**config.mk**
```make
export PLATFORM = sky130hd
export DESIGN_NAME = frame_timestep_smoother
export DESIGN_NICKNAME = d
export VERILOG_FILES = /design/src/rtl/core/ftss_pkg.sv /design/src/rtl/core/ftss_ram.sv /design/src/rtl/core/ftss_div.sv /design/src/rtl/core/frame_timestep_smoother.sv
export SDC_FILE = /design/constraint.sdc
export NUM_CORES = 2
export LEC_CHECK = 0
export BUFFER_PORTS_ARGS = -buffer_cell sky130_fd_sc_hd__buf_2
export CAP_MARGIN = 15
export CELL_PAD_IN_SITES_DETAIL_PLACEMENT = 1
export CELL_PAD_IN_SITES_GLOBAL_PLACEMENT = 2
export CORE_MARGIN = 3
export CORE_UTILIZATION = 29
export DETAILED_ROUTE_END_ITERATION = 16
export PLACE_DENSITY_LB_ADDON = 0.05
export SYNTH_ARGS = -nofsm -noshare
export SYNTH_HDL_FRONTEND = slang
export SYNTH_SLANG_ARGS = --single-unit
```
**constraint.sdc**
```tcl
create_clock -name i_clk -period 12 [get_ports i_clk]
set_clock_uncertainty 0.2 [all_clocks]
set_input_delay 1.8 -clock i_clk [delete_from_list [all_inputs] [get_ports i_clk]]
set_output_delay 1.8 -clock i_clk [all_outputs]
set_load 0.02 [all_outputs]
```
**src/rtl/core/ftss_pkg.sv**
```systemverilog
`default_nettype none

package ftss_pkg;

    localparam int DATA_W     = 32;  // elapsed, timestep, frame_number
    localparam int RATE_W     = 10;  // min_rate
    localparam int WL_W       = 7;   // window_len
    localparam int CFG_IDX_W  = 2;
    localparam int CFG_DATA_W = 10;

    typedef logic [CFG_IDX_W-1:0] t_cfg_idx;

    localparam t_cfg_idx REG_MIN_RATE   = 2'd0;
    localparam t_cfg_idx REG_WINDOW_LEN = 2'd1;

endpackage

`default_nettype wire

```
**src/rtl/core/ftss_ram.sv**
```systemverilog
`default_nettype none

module ftss_ram #(
    parameter int WIDTH = 32,
    parameter int DEPTH = 64
) (
    input  wire logic                                  i_clk,
    input  wire logic                                  i_we,
    input  wire logic [((DEPTH > 1) ? $clog2(DEPTH) : 1)-1:0] i_waddr,
    input  wire logic [WIDTH-1:0]                      i_wdata,
    input  wire logic [((DEPTH > 1) ? $clog2(DEPTH) : 1)-1:0] i_raddr,
    output logic      [WIDTH-1:0]                      o_rdata
);

    logic [WIDTH-1:0] r_mem [DEPTH];

    always_ff @(posedge i_clk) begin
        if (i_we) begin
            r_mem[i_waddr] <= i_wdata;
        end
        o_rdata <= r_mem[i_raddr];
    end

endmodule

`default_nettype wire

```
**src/rtl/core/ftss_div.sv**
```systemverilog
`default_nettype none

// Restoring divider, one quotient bit per cycle. The dividend shifts out at
// the top of r_dvd while quotient bits shift in at the bottom.
module ftss_div #(
    parameter int DIV_W = 38
) (
    input  wire logic                        i_clk,
    input  wire logic                        i_rst_n,
    input  wire logic                        i_start,
    input  wire logic [DIV_W-1:0]            i_dividend,
    input  wire logic [ftss_pkg::RATE_W-1:0] i_divisor,
    output logic                             o_done,
    output logic [ftss_pkg::DATA_W-1:0]      o_quotient
);

    import ftss_pkg::*;

    localparam int CNT_W = $clog2(DIV_W + 1);

    logic              r_busy, n_busy;
    logic [CNT_W-1:0]  r_cnt, n_cnt;
    logic [DIV_W-1:0]  r_dvd, n_dvd;
    logic [RATE_W-1:0] r_dvs, n_dvs;
    logic [RATE_W-1:0] r_rem, n_rem;
    logic [RATE_W:0]   rem_sh;
    logic              ge;

    assign rem_sh     = {r_rem, r_dvd[DIV_W-1]};
    assign ge         = rem_sh >= {1'b0, r_dvs};
    assign o_done     = r_busy && (r_cnt == '0);
    assign o_quotient = r_dvd[DATA_W-1:0];

    always_comb begin
        n_busy = r_busy;
        n_cnt  = r_cnt;
        n_dvd  = r_dvd;
        n_dvs  = r_dvs;
        n_rem  = r_rem;
        if (i_start) begin
            n_busy = 1'b1;
            n_cnt  = CNT_W'(DIV_W);
            n_dvd  = i_dividend;
            n_dvs  = i_divisor;
            n_rem  = '0;
        end else if (r_busy) begin
            if (r_cnt == '0) begin
                n_busy = 1'b0;
            end else begin
                n_cnt = r_cnt - 1'b1;
                n_dvd = {r_dvd[DIV_W-2:0], ge};
                // when not ge the shifted remainder is below the divisor
                n_rem = ge ? RATE_W'(rem_sh - {1'b0, r_dvs}) : rem_sh[RATE_W-1:0];
            end
        end
    end

    always_ff @(posedge i_clk) begin
        if (!i_rst_n) begin
            r_busy <= 1'b0;
            r_cnt  <= '0;
        end else begin
            r_busy <= n_busy;
            r_cnt  <= n_cnt;
        end
        r_dvd <= n_dvd;
        r_dvs <= n_dvs;
        r_rem <= n_rem;
    end

endmodule

`default_nettype wire

```
**src/rtl/core/frame_timestep_smoother.sv**
```systemverilog
// An accepted item passes S_READ, S_UPDATE (skipped with no window) and S_DONE,
// plus S_LIMDIV when min_rate is set and S_AVGDIV once the window is full.
// Each division runs in the bit-serial divider, shared by the rate clamp and
// the window average; one item in flight: no new item is accepted until the last result is loaded.
// Reset (i_rst_n, synchronous, active low) clears state, config, output valid, running sum,
// fill count, write slot and frame counter; the history RAM is not cleared.
`default_nettype none

module frame_timestep_smoother #(
    parameter int WINDOW_MAX       = 64,
    parameter int TICKS_PER_SECOND = 1000000
) (
    input  wire logic                            i_clk,
    input  wire logic                            i_rst_n,
    input  wire logic                            i_cfg_we,
    input  wire logic [ftss_pkg::CFG_IDX_W-1:0]  i_cfg_index,
    input  wire logic [ftss_pkg::CFG_DATA_W-1:0] i_cfg_data,
    input  wire logic                            i_valid,
    output logic                                 o_ready,
    input  wire logic [ftss_pkg::DATA_W-1:0]     i_elapsed,
    output logic                                 o_valid,
    input  wire logic                            i_ready,
    output logic      [ftss_pkg::DATA_W-1:0]     o_timestep,
    output logic      [ftss_pkg::DATA_W-1:0]     o_frame_number
);

    import ftss_pkg::*;

    localparam int SLOT_W = (WINDOW_MAX > 1) ? $clog2(WINDOW_MAX) : 1;
    localparam int SUM_W  = DATA_W + ((WINDOW_MAX > 1) ? $clog2(WINDOW_MAX) : 0);
    localparam int TPS_W  = $clog2(TICKS_PER_SECOND + 1);
    localparam int DIV_W  = (SUM_W > TPS_W) ? SUM_W : TPS_W;

    typedef enum logic [5:0] {
        S_IDLE   = 6'b000001,
        S_LIMDIV = 6'b000010,
        S_READ   = 6'b000100,
        S_UPDATE = 6'b001000,
        S_AVGDIV = 6'b010000,
        S_DONE   = 6'b100000
    } t_state;

    t_state            r_state, n_state;
    logic [RATE_W-1:0] r_min_rate, n_min_rate;
    logic [WL_W-1:0]   r_window, n_window;
    logic [SUM_W-1:0]  r_sum, n_sum;
    logic [WL_W-1:0]   r_fill, n_fill;
    logic [SLOT_W-1:0] r_slot, n_slot;
    logic [DATA_W-1:0] r_frames, n_frames;
    logic [DATA_W-1:0] r_e, n_e;
    logic [DATA_W-1:0] r_res, n_res;
    logic              r_out_valid, n_out_valid;
    logic [DATA_W-1:0] r_timestep, n_timestep;
    logic [DATA_W-1:0] r_frame_no, n_frame_no;

    logic [WL_W-1:0]   eff_len;
    logic              filling;
    logic [SUM_W-1:0]  upd_sum;
    logic [DATA_W-1:0] old_e;
    logic              div_start;
    logic [DIV_W-1:0]  div_dividend;
    logic [RATE_W-1:0] div_divisor;
    logic              div_done;
    logic [DATA_W-1:0] div_q;
    logic              hist_we;

    assign eff_len = (32'(r_window) > WINDOW_MAX) ? WL_W'(WINDOW_MAX) : r_window;
    assign filling = r_fill < eff_len;
    assign upd_sum = r_sum - (filling ? '0 : SUM_W'(old_e)) + SUM_W'(r_e);
    assign hist_we = (r_state == S_UPDATE);

    assign o_ready        = (r_state == S_IDLE);
    assign o_valid        = r_out_valid;
    assign o_timestep     = r_timestep;
    assign o_frame_number = r_frame_no;

    ftss_ram #(
        .WIDTH (DATA_W),
        .DEPTH (WINDOW_MAX)
    ) u_hist (
        .i_clk   (i_clk),
        .i_we    (hist_we),
        .i_waddr (r_slot),
        .i_wdata (r_e),
        .i_raddr (r_slot),
        .o_rdata (old_e)
    );

    ftss_div #(
        .DIV_W (DIV_W)
    ) u_div (
        .i_clk      (i_clk),
        .i_rst_n    (i_rst_n),
        .i_start    (div_start),
        .i_dividend (div_dividend),
        .i_divisor  (div_divisor),
        .o_done     (div_done),
        .o_quotient (div_q)
    );

    always_comb begin
        n_state      = r_state;
        n_min_rate   = r_min_rate;
        n_window     = r_window;
        n_sum        = r_sum;
        n_fill       = r_fill;
        n_slot       = r_slot;
        n_frames     = r_frames;
        n_e          = r_e;
        n_res        = r_res;
        n_out_valid  = r_out_valid;
        n_timestep   = r_timestep;
        n_frame_no   = r_frame_no;
        div_start    = 1'b0;
        div_dividend = DIV_W'(TICKS_PER_SECOND);
        div_divisor  = r_min_rate;

        if (r_out_valid && i_ready) begin
            n_out_valid = 1'b0;
        end

        case (r_state)
            S_IDLE: begin
                if (i_valid) begin
                    n_e = i_elapsed;
                    if (r_min_rate != '0) begin
                        div_start = 1'b1;
                        n_state   = S_LIMDIV;
                    end else begin
                        n_state = S_READ;
                    end
                end
            end
            S_LIMDIV: begin
                if (div_done) begin
                    n_e     = (r_e > div_q) ? div_q : r_e;
                    n_state = S_READ;
                end
            end
            S_READ: begin
                // RAM output holds the entry at r_slot from here on
                if (eff_len == '0) begin
                    n_res   = r_e;
                    n_state = S_DONE;
                end else begin
                    n_state = S_UPDATE;
                end
            end
            S_UPDATE: begin
                n_sum  = upd_sum;
                n_slot = (32'(r_slot) + 32'd1 == 32'(eff_len)) ? '0 : r_slot + 1'b1;
                if (filling) begin
                    n_fill  = r_fill + 1'b1;
                    n_res   = r_e;
                    n_state = S_DONE;
                end else begin
                    div_start    = 1'b1;
                    div_dividend = DIV_W'(upd_sum);
                    div_divisor  = RATE_W'(eff_len);
                    n_state      = S_AVGDIV;
                end
            end
            S_AVGDIV: begin
                div_divisor = RATE_W'(eff_len);
                if (div_done) begin
                    n_res   = div_q;
                    n_state = S_DONE;
                end
            end
            S_DONE: begin
                if (!r_out_valid || i_ready) begin
                    n_out_valid = 1'b1;
                    n_timestep  = r_res;
                    n_frame_no  = r_frames + 1'b1;
                    n_frames    = r_frames + 1'b1;
                    n_state     = S_IDLE;
                end
            end
            default: begin
                n_state = S_IDLE;
            end
        endcase

        if (i_cfg_we) begin
            case (i_cfg_index)
                REG_MIN_RATE: begin
                    n_min_rate = i_cfg_data[RATE_W-1:0];
                end
                REG_WINDOW_LEN: begin
                    n_window = i_cfg_data[WL_W-1:0];
                    n_sum    = '0;
                    n_fill   = '0;
                    n_slot   = '0;
                end
                default: begin
                end
            endcase
        end
    end

    always_ff @(posedge i_clk) begin
        if (!i_rst_n) begin
            r_state     <= S_IDLE;
            r_min_rate  <= '0;
            r_window    <= '0;
            r_sum       <= '0;
            r_fill      <= '0;
            r_slot      <= '0;
            r_frames    <= '0;
            r_out_valid <= 1'b0;
        end else begin
            r_state     <= n_state;
            r_min_rate  <= n_min_rate;
            r_window    <= n_window;
            r_sum       <= n_sum;
            r_fill      <= n_fill;
            r_slot      <= n_slot;
            r_frames    <= n_frames;
            r_out_valid <= n_out_valid;
        end
        r_e        <= n_e;
        r_res      <= n_res;
        r_timestep <= n_timestep;
        r_frame_no <= n_frame_no;
    end

`ifndef SYNTH
    a_fill_bound: assert property (@(posedge i_clk) disable iff (!i_rst_n)
        r_fill <= eff_len)
        else $error("fill count above window length");

    a_slot_bound: assert property (@(posedge i_clk) disable iff (!i_rst_n)
        (eff_len != '0) |-> (32'(r_slot) < 32'(eff_len)))
        else $error("write slot outside window");

    a_div_owner: assert property (@(posedge i_clk) disable iff (!i_rst_n)
        div_done |-> (r_state == S_LIMDIV || r_state == S_AVGDIV))
        else $error("divider finished with no division pending");

    a_frame_step: assert property (@(posedge i_clk) disable iff (!i_rst_n)
        (r_state == S_DONE && n_state == S_IDLE) |=> (o_valid && o_frame_number == r_frames))
        else $error("result item not loaded with frame count");
`endif

endmodule

`default_nettype wire

```
==> metrics.log <==
INFO  metric r2r.worst_path.cells = 21
INFO  metric fillCellCount = around 33k
INFO  metric cts.path.max_buffers = 4
INFO  metric synth-edff-count = between 2k and 2.5k
INFO  metric clock_power_share = 43.0%
INFO  metric yosys-mux-area-fraction = between 5 and 6%
INFO  metric internal_dissipation = 14.5 mW
INFO  metric path_max_fanout = 39
INFO  metric fin_setup_tns = 0 ps
INFO  metric power_per_cell_area = ~170 mW/mm2
INFO  metric final-max-slew-violation-count = 0
INFO  metric sw_frac_of_total = 24.9%
INFO  metric cellLeakagePower = 35.4 nW
INFO  metric status = complete, no violations
INFO  metric synthToLayoutAreaGrowth = 17.1%
INFO  metric wl_per_cell = 35.3 um
INFO  metric top_register = u_hist.r_mem
INFO  metric ys_top_cells_by_count = sky130_fd_sc_hd__edfxtp_1, sky130_fd_sc_hd__nor2_1, sky130_fd_sc_hd__a21oi_1
INFO  metric dr.first_iter.drc_count = about 5.8k
INFO  metric final_setup_violation_count = 0
INFO  metric cts.hold.buffers_added = 0
INFO  metric row_count = roughly 210
INFO  metric max_clk_rate = 0.164 GHz
INFO  metric synth_most_common_cell = sky130_fd_sc_hd__edfxtp_1
INFO  metric timing.hold.worst.class = reg2reg
INFO  metric power_frac_seq = between 40 and 50%
INFO  metric tritoncts = yes
INFO  metric synth_fp_nets = 6,180
INFO  metric clock_sinks = between 2k and 2.5k
INFO  metric vdd.ir_drop.worst = 0.112 mV
INFO  metric cts_resized = 0
INFO  metric pin_count_of_the_biggest_net_entering_global_routing = between 70 and 80
INFO  metric report.final.hold_viol_count = 0
INFO  metric drive_above_1_share = between 15 and 20%
INFO  metric finalWirelength = about 390,000 um
INFO  metric number_of_storage_elements_in_the_synthesis_netlist = 2,380
INFO  metric crit-reg2reg-launch = r_window[6]
INFO  metric drc_errors = 0
INFO  metric port-buffer-count = between 100 and 150
INFO  metric detailed_place.area = approximately 0.10 mm2
INFO  metric largestRegisters = u_hist.r_mem x2048, r_sum x38, u_div.r_dvd x38
INFO  metric r2r_end = u_div.r_dvd[34]
INFO  metric netlist.area_leader.share = between 70% and 80%
INFO  metric synthCells = ~6k
INFO  metric period_share = between 50% and 60%
INFO  metric yosys.cell_types.count = about 90
INFO  metric cp-end-kind = flop
INFO  metric total_power = between 15 and 20 mW
INFO  metric num-nets-final = between 6k and 7k
INFO  metric start_util = 29.2%
INFO  metric first_global_vias = around 58k
INFO  metric core = around 0.32 mm2
INFO  metric cts.root.buffer_cell = sky130_fd_sc_hd__clkbuf_16
INFO  metric syn_avg_cell_area = 15.8 um2
INFO  metric route.antenna.remaining_nets = 0
INFO  metric die_width = about 580 um
INFO  metric cts.repair_timing.setup_buffer_count = 0
INFO  metric number_of_warnings_issued_by_yosys = 0
INFO  metric fin_crit = roughly 6000 ps
INFO  metric largest_family_of_logic_cells_by_synthesized_area = compound AO/OA/AOI/OAI gates
INFO  metric finish.instance_area = roughly 0.11 mm2
INFO  metric rsz0062_at_grt = no
INFO  metric grt_use_total = ~23%
INFO  metric ctsHtreeMaxLevel = 5
INFO  metric xor_xnor_fraction_of_synth_area = under 10%
INFO  metric drtPass1Iterations = 5
INFO  metric vias = roughly 57k
INFO  metric comb_power_share = under 10%
INFO  metric grt-ovfl-total = 0
INFO  metric floorplan.die.height = 577 um
INFO  metric multi_input_gate_area_in_the_final_layout = approximately 0.023 mm2
INFO  metric design.portCount = around 120
INFO  metric largest_reg_flops = 2,048
INFO  metric synth-compound-area-share = between 10% and 20%
INFO  metric max_capacitance_violation_total = 0
INFO  metric worst-r2r-setup-slack = roughly 6000 ps
INFO  metric cts_buffers = roughly 290
INFO  metric synth_ff_type = sky130_fd_sc_hd__edfxtp_1
INFO  metric grt_pass1_wl = ~520,000 um
INFO  metric critical_path.startpoint_type = flop
INFO  metric post_syn_area = ~0.095 mm2
INFO  metric p_sw = ~4.8 mW
INFO  metric die_area = ~0.33 mm2
INFO  metric timing.max_slew.rel_slack = between 10% and 20%
INFO  metric dp_hpwl = between 200,000 and 250,000 um
INFO  metric synth.yosys.seq_area_share = around 74%
INFO  metric gpl_congestion = ~0.83
INFO  metric crit_path_start = r_window[6]
INFO  metric detail_route.vias_per_cell = 5.26
INFO  metric asyncSetResetFlopFracSynth = 0%
INFO  metric worst-endpoint-arrival = between 6000 and 7000 ps
INFO  metric synth.area.top_cells = sky130_fd_sc_hd__edfxtp_1, sky130_fd_sc_hd__dfxtp_1, sky130_fd_sc_hd__a221oi_1
INFO  metric pin_slew_with_the_least_headroom_to_its_limit = 1340 ps
INFO  metric synthSimpleGateAreaFrac = under 10%
INFO  metric setup.worst_path.end = u_div.r_dvd[34]
INFO  metric clkLatencyLatePin = roughly 900 ps
INFO  metric synth_largest_area_cell = sky130_fd_sc_hd__edfxtp_1
INFO  metric antenna_found_initial = 50
INFO  metric cp.required = between 10,000 and 15,000 ps
INFO  metric synth_adder_area_share = ~1.9%
INFO  metric ws_path_type = reg2reg
INFO  metric seq_area = approximately 0.07 mm2
INFO  metric clkSlewWorstSetupHoldPaths = ~50 ps
-- through the flow --
step                      worst slack (ps)  cells  util [%]  hold slack, ps
final                                 5920  10900      34.2             216
after global routing                  5390  10900      34.2             223
after CTS                             5730  10900      34.1             218
after detailed placement              5740  10400      31.4             205
after global placement                5110  10300      31.4             201
after floorplan                       7030   6007         -             200
-- how the worst min path moves through the flow --
stage / start / end / slack (ps) / cells past startpoint
2_1_floorplan: r_res[0] / o_timestep[0] / 200 / 0
3_3_place_gp: r_res[18] / o_timestep[18] / 200 / 0
6_report: r_res[17] / o_timestep[17] / 220 / 0
5_1_grt: r_res[11] / o_timestep[11] / 220 / 0
3_5_place_dp: r_res[17] / o_timestep[17] / 210 / 0
4_1_cts: r_res[17] / o_timestep[17] / 220 / 0
-- power groups by stage --
stage / clock network [mW] / registers [mW] / logic [mW]
after floorplan: 0 / 9.79 / 0.664
after global placement: 0 / 9.65 / 1.59
after detailed placement: 0 / 9.65 / 1.60
after CTS: 8.55 / 9.48 / 1.60
after global routing: 8.85 / 9.48 / 1.72
final: 8.32 / 9.48 / 1.56
-- cell type report --
type / instances / share of cell area, %
Sequential cell: 2380 / 63.1
Clock inverter: 124 / 0.864
Multi-Input combinational cell: 3069 / 21.0
Timing Repair Buffer: 382 / 2.41
Inverter: 200 / 0.683
Tap cell: 4325 / 4.88
Clock buffer: 389 / 7.07
Antenna cell: 24 / 0.0542
-- cell families after synthesis --
group / Yosys count
AOI/OAI and AO/OA: 1451
xor gates and xnor gates: 109
adders and majority gates: 124
buffers and inverters: 558
DFF: 2380
muxes: 406
and+or+nand+nor: 979
-- per-layer routing --
layer / up-vias / share of wire [%] / track usage, %
met5: - / 0.0034 / 0
met1: 30800 / 45 / 31.7
met2: 1737 / 47 / 36.9
met3: 413 / 5.3 / 2.93
li1: 24300 / - / -
met4: 2 / 2.6 / 6.13
-- placed cells by master (no fill, tap or decap), types with 21 or more instances in the layout --
master,n
sky130_fd_sc_hd__edfxtp_1,2224
sky130_fd_sc_hd__a21oi_1,296
sky130_fd_sc_hd__clkbuf_16,294
sky130_fd_sc_hd__nand2_1,277
sky130_fd_sc_hd__a22oi_1,265
sky130_fd_sc_hd__buf_4,256
sky130_fd_sc_hd__nor2_1,249
sky130_fd_sc_hd__a221oi_1,242
sky130_fd_sc_hd__o21ai_0,223
sky130_fd_sc_hd__inv_1,195
sky130_fd_sc_hd__mux2i_1,181
sky130_fd_sc_hd__dfxtp_1,150
sky130_fd_sc_hd__mux2_2,149
sky130_fd_sc_hd__buf_2,115
sky130_fd_sc_hd__ha_1,91
sky130_fd_sc_hd__a22o_1,84
sky130_fd_sc_hd__clkbuf_1,83
sky130_fd_sc_hd__nor2_4,77
sky130_fd_sc_hd__o22ai_1,76
sky130_fd_sc_hd__mux4_2,76
sky130_fd_sc_hd__nand3_1,74
sky130_fd_sc_hd__a31oi_1,65
sky130_fd_sc_hd__xnor2_1,63
sky130_fd_sc_hd__and2_1,62
sky130_fd_sc_hd__clkinv_1,61
sky130_fd_sc_hd__nand4_1,52
sky130_fd_sc_hd__xor2_1,46
sky130_fd_sc_hd__nor2b_1,38
sky130_fd_sc_hd__clkinv_2,37
sky130_fd_sc_hd__fa_1,33
sky130_fd_sc_hd__a21o_1,28
sky130_fd_sc_hd__diode_2,24
sky130_fd_sc_hd__nor3_1,24
sky130_fd_sc_hd__a211oi_1,24
sky130_fd_sc_hd__o211ai_1,21
-- worst max-delay path, cell delays in order (launching register included) --
cell and delay [ps]:
sky130_fd_sc_hd__dfxtp_1 480, sky130_fd_sc_hd__clkinv_1 290, sky130_fd_sc_hd__nand2_1 170, sky130_fd_sc_hd__ha_1 240, sky130_fd_sc_hd__a21o_1 190, sky130_fd_sc_hd__a2111oi_4 400
sky130_fd_sc_hd__o21ai_4 90, sky130_fd_sc_hd__buf_4 280, sky130_fd_sc_hd__and2_1 250, sky130_fd_sc_hd__ha_1 270, sky130_fd_sc_hd__inv_1 40, sky130_fd_sc_hd__ha_1 200
sky130_fd_sc_hd__fa_1 460, sky130_fd_sc_hd__a21oi_1 240, sky130_fd_sc_hd__o21ai_2 120, sky130_fd_sc_hd__a221oi_2 520, sky130_fd_sc_hd__o2111ai_1 230, sky130_fd_sc_hd__nor4bb_1 180
sky130_fd_sc_hd__o22ai_1 440, sky130_fd_sc_hd__o31ai_1 240, sky130_fd_sc_hd__xnor2_1 180, sky130_fd_sc_hd__o21ai_0 80
(Power assumes the default switching activity.)
